--- config.mk ---
export PLATFORM = sky130hd
export DESIGN_NAME = flmc_ctrl
export DESIGN_NICKNAME = d
export VERILOG_FILES = /design/src/rtl/flmc_pkg.sv /design/src/rtl/flmc_ctrl.sv
export SDC_FILE = /design/constraint.sdc
export NUM_CORES = 1
export LEC_CHECK = 0
export BUFFER_PORTS_ARGS = -buffer_cell sky130_fd_sc_hd__buf_4
export CAP_MARGIN = 0
export CORE_MARGIN = 2
export CORE_UTILIZATION = 47
export DETAILED_ROUTE_END_ITERATION = 16
export PLACE_DENSITY = 0.82
export SETUP_SLACK_MARGIN = 0.05
export SYNTH_ARGS = -nofsm -noshare
export SYNTH_HDL_FRONTEND = slang
export SYNTH_SLANG_ARGS = --single-unit
--- constraint.sdc ---
create_clock -name clk -period 5.5 [get_ports clk]
set_input_delay 0.825 -clock clk [delete_from_list [all_inputs] [get_ports clk]]
set_output_delay 0.825 -clock clk [all_outputs]
set_load 0.02 [all_outputs]
--- src/rtl/flmc_pkg.sv ---
// shared types and constants for the monotonic counter log
// no dependencies
package flmc_pkg;

    localparam int SLOT_COUNT  = 1024;
    localparam int VALUE_WIDTH = 64;
    localparam int FIELD_W     = 64;
    localparam int ADDR_W      = (SLOT_COUNT > 1) ? $clog2(SLOT_COUNT) : 1;

    typedef logic [VALUE_WIDTH-1:0] value_t;
    typedef logic [ADDR_W-1:0]      addr_t;
    typedef logic [ADDR_W:0]        fill_t;
    typedef logic [FIELD_W-1:0]     field_t;

    localparam value_t VALUE_MASK = '1;
    localparam addr_t  LAST_SLOT  = addr_t'(SLOT_COUNT - 1);
    localparam addr_t  FIRST_SLOT = '0;

    typedef struct packed {
        addr_t  rd_addr;
        logic   wr_en;
        addr_t  wr_addr;
        value_t wr_data;
    } store_req_t;

    typedef struct packed {
        logic   valid;
        value_t value;
        logic   erased;
    } result_t;

endpackage

--- src/rtl/flmc_ctrl.sv ---
// sequencer: scans for the first erased slot, reads the previous slot,
// computes the new count and writes it back; depends on flmc_pkg
module flmc_ctrl (
    input  logic                 clk,
    input  logic                 rst_n,
    input  logic                 in_valid,
    output logic                 in_stall,
    input  logic                 func,
    input  flmc_pkg::field_t     forced_value,
    input  logic                 out_free,
    input  flmc_pkg::value_t     rd_data,
    output flmc_pkg::store_req_t req,
    output flmc_pkg::result_t    res
);
    import flmc_pkg::*;

    typedef enum logic [2:0] {
        S_IDLE  = 3'b001,
        S_CHECK = 3'b010,
        S_CALC  = 3'b100
    } state_t;

    state_t state_reg;
    state_t state_next;
    addr_t  ptr_reg;
    addr_t  scan_reg;
    addr_t  next_reg;
    addr_t  prev_reg;
    logic   func_reg;
    value_t forced_reg;

    logic   slot_erased;
    logic   scan_more;
    addr_t  found;
    addr_t  found_prev;
    logic   use_forced;
    value_t inc_value;
    value_t pick_value;
    value_t new_value;
    logic   done;

    always_comb
    begin
        slot_erased = (rd_data == VALUE_MASK);
        scan_more   = !slot_erased && (scan_reg != LAST_SLOT);
        found       = slot_erased ? scan_reg : FIRST_SLOT;
        found_prev  = (found == FIRST_SLOT) ? LAST_SLOT : found - addr_t'(1);
    end

    always_comb
    begin
        use_forced = func_reg && (forced_reg != '0) && (forced_reg != VALUE_MASK);
        inc_value  = rd_data + value_t'(1);
        pick_value = use_forced ? forced_reg : inc_value;
        new_value  = (pick_value == VALUE_MASK) ? '0 : pick_value;
    end

    assign done     = (state_reg == S_CALC) && out_free;
    assign in_stall = (state_reg != S_IDLE);

    always_comb
    begin
        req.wr_en   = done;
        req.wr_addr = next_reg;
        req.wr_data = new_value;
        case (state_reg)
            S_IDLE:  req.rd_addr = ptr_reg;
            S_CHECK: req.rd_addr = scan_more ? scan_reg + addr_t'(1) : found_prev;
            S_CALC:  req.rd_addr = prev_reg;
            default: req.rd_addr = ptr_reg;
        endcase
        res.valid  = done;
        res.value  = new_value;
        res.erased = (next_reg == FIRST_SLOT);
    end

    always_comb
    begin
        state_next = state_reg;
        case (state_reg)
            S_IDLE:
            begin
                if (in_valid)
                begin
                    state_next = S_CHECK;
                end
            end
            S_CHECK:
            begin
                if (!scan_more)
                begin
                    state_next = S_CALC;
                end
            end
            S_CALC:
            begin
                if (out_free)
                begin
                    state_next = S_IDLE;
                end
            end
            default: state_next = S_IDLE;
        endcase
    end

    always_ff @(posedge clk or negedge rst_n)
    begin
        if (!rst_n)
        begin
            state_reg <= S_IDLE;
            ptr_reg   <= '0;
        end
        else
        begin
            state_reg <= state_next;
            if (done)
            begin
                ptr_reg <= next_reg;
            end
        end
    end

    always_ff @(posedge clk)
    begin
        case (state_reg)
            S_IDLE:
            begin
                if (in_valid)
                begin
                    func_reg   <= func;
                    forced_reg <= forced_value[VALUE_WIDTH-1:0];
                    scan_reg   <= ptr_reg;
                end
            end
            S_CHECK:
            begin
                if (scan_more)
                begin
                    scan_reg <= scan_reg + addr_t'(1);
                end
                else
                begin
                    next_reg <= found;
                    prev_reg <= found_prev;
                end
            end
            default:
            begin
            end
        endcase
    end

endmodule

==> results of run 1 <==
==> logic make-up (layout without fill, tap and decap cells) <==
logic type / after synthesis / after routing / share of synthesized area [%]
DFF: 108 / 108 / 41.0
and+or+nand+nor: 384 / 384 / 25.4
muxes: 22 / 22 / 3.00
adders and majority gates: 3 / 3 / 0.484
AOI/OAI and AO/OA: 129 / 129 / 12.8
xor gates and xnor gates: 67 / 67 / 7.57
buffers and inverters: 122 / 341 / 9.74
==> worst max-delay path, stage by stage <==
cell and delay, ns:
buf_4 0.14, nand4_1 0.25, nor4_1 0.52, nand3_1 0.35, nor4_1 0.34, o211ai_1 0.15
a2111oi_1 0.50, o221ai_1 0.25, a2111oi_4 0.46, buf_4 0.32, a211oi_1 0.12, buf_4 0.21
==> cells in the final DEF, fill, tap and decap left out, types with 4 or more instances in the layout <==
cell and count:
nor2_1 104, and4_1 4, edfxtp_1 95, nand2_1 65
mux2i_1 12, nor3_1 21, buf_4 304, nand2b_1 4
a211oi_1 41, xor2_1 24, and2_1 13, o21ai_0 20
a22oi_1 5, nor4_1 42, a211oi_2 10, clkbuf_16 9
a21oi_1 16, and3_1 7, or2_2 6, inv_1 19
xnor2_1 43, mux2_2 10, or4_1 8, dfrtp_1 12
o31ai_1 4, nand3_1 42, or3_1 4, nand4_1 46
==> power breakdown <==
group	internal, uW	switching (uW)
Combinational	515	832
Clock	364	307
Sequential	1080	176
Total	1960	1320
==> per-stage QoR <==
step / worst slack (ns) / util (%) / instance area [um2]
floorplan: 0.500 / - / 7760
global placement: 0.290 / 60.5 / 9680
detailed placement: 0.258 / 60.5 / 9680
CTS: 0.187 / 62.5 / 10000
global route: 0.0638 / 62.6 / 10000
finish: 0.217 / 62.6 / 10000
==> synthesized netlist by cell type (all sizes together) (12+ instances only) <==
| cell | number | area, um2 |
|---|---|---|
| nor2 | 105 | 394 |
| edfxtp | 95 | 2850 |
| buf | 78 | 591 |
| nand2 | 65 | 244 |
| a211oi | 51 | 433 |
| nand4 | 47 | 309 |
| nor4 | 45 | 294 |
| xnor2 | 43 | 377 |
| nand3 | 42 | 210 |
| clkbuf | 25 | 93.8 |
| xor2 | 24 | 210 |
| nor3 | 23 | 125 |
| o21ai | 20 | 100 |
| inv | 19 | 71.3 |
| a21oi | 16 | 80.1 |
| and2 | 13 | 81.3 |
| dfrtp | 12 | 300 |
| mux2i | 12 | 120 |
==> layer usage <==
layer	GRT usage, %	up-vias
met5	0	-
met4	10.3	0
met3	6.63	65
met2	46.1	555
met1	43.9	3702
li1	-	3503
==> path summary, 6_finish.rpt <==
kind                       slack (ns)      endpoint
max in group asynchronous        4.94  state_reg[0]
max reg2reg                      2.71   prev_reg[6]
max                              0.22       req[31]
min                              0.31    ptr_reg[2]
min reg2reg                      0.51    ptr_reg[1]
min in group clk                 0.51    ptr_reg[1]
==> repair_timing <==
| item | 4_1_cts | 5_1_grt |
|---|---|---|
| endpoints found under the hold margin | 0 | 0 |
| buffers inserted | 0 | 0 |
| endpoints found under the setup margin | 0 | 27 |
| resized for setup | 0 | 3 |
==> final cells by class <==
type	instances	share of cell area (%)
Multi-Input combinational cell	605	38.6
Clock inverter	7	0.912
Sequential cell	108	31.8
Clock buffer	9	2.25
Timing Repair Buffer	306	23.1
Tap cell	216	2.70
Inverter	19	0.712
==> flow_summary.ini, run 1 <==
[synthesis]
ys_ff_latch = 108
syn-num-nets = 971
yosysWarningCount = 0
syn_area_mm2 = 0.00776
synth_edf_count = 95
ys_seq_area_share_pct = 41.0
synthArstFlopShare_pct = 12.0
synth_ff_type = edfxtp_1
ys_types = 64
syn_inst = 835
synth_area_per_cell_um2 = 9.29

[global_route]
grt.total_usage_pct = 30.6
grt_pass1_wl_um = 41600
grt_pass1_vias = 7036
antenna_found_initial = 0
globalRouteOverflowTotal = 0
grt_max_degree = 53

[power]
p_leak_uw = 0.00393
ir_worst_vdd_mv = 0.286
powerDensity_mw_per_mm2 = 327
total_power_uw = 3270

[clock_network]
hold_buffers = 0
cts_buffer_depth = 2
cts_root_buf = clkbuf_16
tritoncts = built
cts.clk_slew.worst_paths_ns = 0.08
ctsHtreeMaxLevel = 3
cts.sinks = 108
clk-insertion-delay-late_ns = 0.36
numCtsBuffers = 9

[floorplanning]
fp.dieW_um = 132
die_h_um = 132
floorplan.core_area_mm2 = 0.0160
initial_core_util_pct = 48.5
dieArea_mm2 = 0.0175
core.rowCount = 46
io_pins = 285

[drt]
wire_per_inst_um = 22.2
drtAntennaViolNets = 0
via_per_inst = 6.16
wl_um = 28100
drt-met1-wl_um = 11900
vias = 7825
wl_met2_um = 12500
highest_layer = met4
drtIter0Drc = 1078
wl_met3_um = 2960
firstDrtPassIters = 5
drcViolationCount = 0

[critical_path]
crit_fanout = 19
end_kind = output pin
path_class = input port to output pin
crit_start = rd_data[12]
r2r_cells = 8
worst_ep_arrival_time_ns = 4.46
startpoint_type = input port
regToRegStartpoint = scan_reg[0]
crit_required_ns = 4.68

[place]
numPortBuffers = 284
dpl.cell_count = 1254
dp_hpwl_um = 22700
gp_congestion = 0.986

[cells_and_area]
multiInputGateArea_mm2 = 0.00386
fin_nets = 1185
antenna_cells = 0
largest_reg_flops = 64
syn2layout_area_growth_pct = 29.1
register_area_mm2 = 0.00318
fillers = 1374
drive_above_1_share_pct = 34.3
layout.cells.non_filler = 1270

[min_path]
hold_class = input port to asynchronous set/reset pin

[timing]
post-route-period-util_pct = 96.1
fmax_mhz = 189
maxSlewHeadroom_pct = 32.3
clock_skew_ns = 0.0163
fin_tns_setup_ns = 0
setup_viol = 0
final-max-slew-violation-count = 0
whs_ns = 0.307
rsz0062_at_grt = no
worstMarginPinSlew_ns = 1.01
hold_viol_final = 0
period_minus_slack_ns = 5.28

[status]
status = finished clean

[job]
maxCapViolations = 0
No activity file was read; power rests on OpenSTA's default activity.
==> run 2, diff against run 1 <==
CORE_UTILIZATION = 33   (was 47)
CTS_BUF_LIST = sky130_fd_sc_hd__clkbuf_16   (was default)
PLACE_DENSITY = 0.62   (was 0.82)
==> flow_summary.ini, run 2 (same netlist as run 1, synthesis figures left out) <==
[clock_network]
cts_buffer_depth = 2
cts.clk_slew.worst_paths_ns = 0.07
cts.sinks = 108
clk-insertion-delay-late_ns = 0.34
ctsHtreeMaxLevel = 3
cts_root_buf = clkbuf_16
numCtsBuffers = 9
tritoncts = built

[drt]
via_per_inst = 5.49
wire_per_inst_um = 22.4
wl_um = 30800
firstDrtPassIters = 7
drtAntennaViolNets = 0
drcViolationCount = 0
vias = 7537
drtIter0Drc = 768

[global_route]
antenna_found_initial = 0
grt.total_usage_pct = 23.7
grt_max_degree = 67
grt_pass1_wl_um = 43900
globalRouteOverflowTotal = 0
grt_pass1_vias = 7035

[power]
p_seq_share_pct = 39.0
powerDensity_mw_per_mm2 = 317
p_leak_uw = 0.00390
p_int_uw = 1900
p_comb_share_pct = 42.2
ir_worst_vdd_mv = 0.312
switching_share_pct = 40.7
clockPowerShare_pct = 18.8
p_switching_uw = 1310

[place]
dp_hpwl_um = 24700
dpl.cell_count = 1353
dpl-instance-area_mm2 = 0.00979
gp_congestion = 0.964
numPortBuffers = 284

[cells_and_area]
layout_commonest_cell = buf_4
layout_common_cells = 301 x buf_4, 104 x nor2_1, 95 x edfxtp_1
layout.cells.non_filler = 1372
largest_reg_flops = 64
antenna_cells = 0
utilization_pct = 43.5
fillers = 2359
fin_nets = 1184
syn2layout_area_growth_pct = 30.5
fin_area_mm2 = 0.0101
drive_above_1_share_pct = 34.4

[critical_path]
worst_ep_arrival_time_ns = 4.50
r2r_setup_slack_ns = 2.47
startpoint_type = input port
r2r_cells = 6
end_kind = output pin
path_class = input port to output pin
crit_fanout = 16
crit_required_ns = 4.68
crit_start = rd_data[4]
regToRegStartpoint = scan_reg[0]

[status]
status = finished clean

[floorplanning]
io_pins = 285
die_h_um = 157
fp.dieW_um = 157
initial_core_util_pct = 33.3
core.rowCount = 56
floorplan.core_area_mm2 = 0.0233
dieArea_mm2 = 0.0247

[timing]
period_minus_slack_ns = 5.32
clock_skew_ns = 0.00651
rsz0062_at_grt = no
maxSlewHeadroom_pct = 27.2
worstMarginPinSlew_ns = 1.09
fmax_mhz = 188
whs_ns = 0.328
final-max-slew-violation-count = 0
hold_viol_final = 0
post-route-period-util_pct = 96.8
fin_tns_setup_ns = 0
setup_viol = 0

[min_path]
hold_class = input port to asynchronous set/reset pin

[job]
maxCapViolations = 0
run 2: cell count changes in the layout (fill, tap and decap cells not counted), sizes merged:
| cell | before | now |
|---|---|---|
| clkbuf | 9 | 10 |
| buf | 306 | 304 |
| inv | 22 | 21 |
| bufinv | 1 | 0 |
| clkinv | 2 | 4 |
run 2: cell type report:
type | count | area (um2) | area share, %
clock inverter | 7 | 50.0 | 0.494
inverter | 19 | 71.3 | 0.704
timing repair buffer | 305 | 2330 | 23.0
clock buffer | 9 | 225 | 2.22
tap | 319 | 399 | 3.94
multi-input combinational | 605 | 3870 | 38.2
sequential | 108 | 3180 | 31.4
run 2: timing repair:
| action | in CTS | in global routing |
|---|---|---|
| setup buffers | 0 | 1 |
| resized for setup | 0 | 7 |
| endpoints found under the setup margin | 0 | 112 |
| hold buffers | 0 | 0 |
run 2: worst max-delay path, cell delays in order:
cell       delay, ns
buf_4           0.14
nand3_1         0.14
buf_4           0.18
nor4_2          0.47
buf_4           0.25
nand4_1         0.23
o41a_1          0.44
o211ai_1        0.20
nor4_1          0.07
o221ai_1        0.27
a2111oi_4       0.09
buf_4           0.17
clkbuf_16       0.18
a211oi_1        0.57
buf_4           0.26
run 2: worst paths after layout:
check | to
max | res[64]
min | ptr_reg[1]
max reg2reg | scan_reg[6]
min reg2reg | ptr_reg[0]
max in group asynchronous | state_reg[0]
min in group clk | ptr_reg[0]
run 2: metrics by stage:
stage	setup WS [ns]	total power [uW]
final	0.175	3210
after global routing	0.0956	3350
after CTS	0.139	3210
after detailed placement	0.164	2610
after global placement	0.194	2610
after floorplan	0.500	2080
run 2: power groups by stage:
stage,clock [uW],sequential (uW),combinational [uW]
after floorplan,0,1180,895
after CTS,610,1240,1350
after global placement,0,1260,1350
after detailed placement,0,1260,1350
after global routing,641,1260,1440
final,604,1250,1350
run 2: routing by layer:
| metal | vias to the layer above | GRT usage (%) | share of wire [%] |
|---|---|---|---|
| li1 | 3501 | - | - |
| met3 | 23 | 5.01 | 9.2 |
| met4 | 0 | 4.50 | 1.5 |
| met2 | 377 | 39.0 | 47 |
| met1 | 3636 | 32.5 | 42 |
| met5 | - | 0 | 0 |
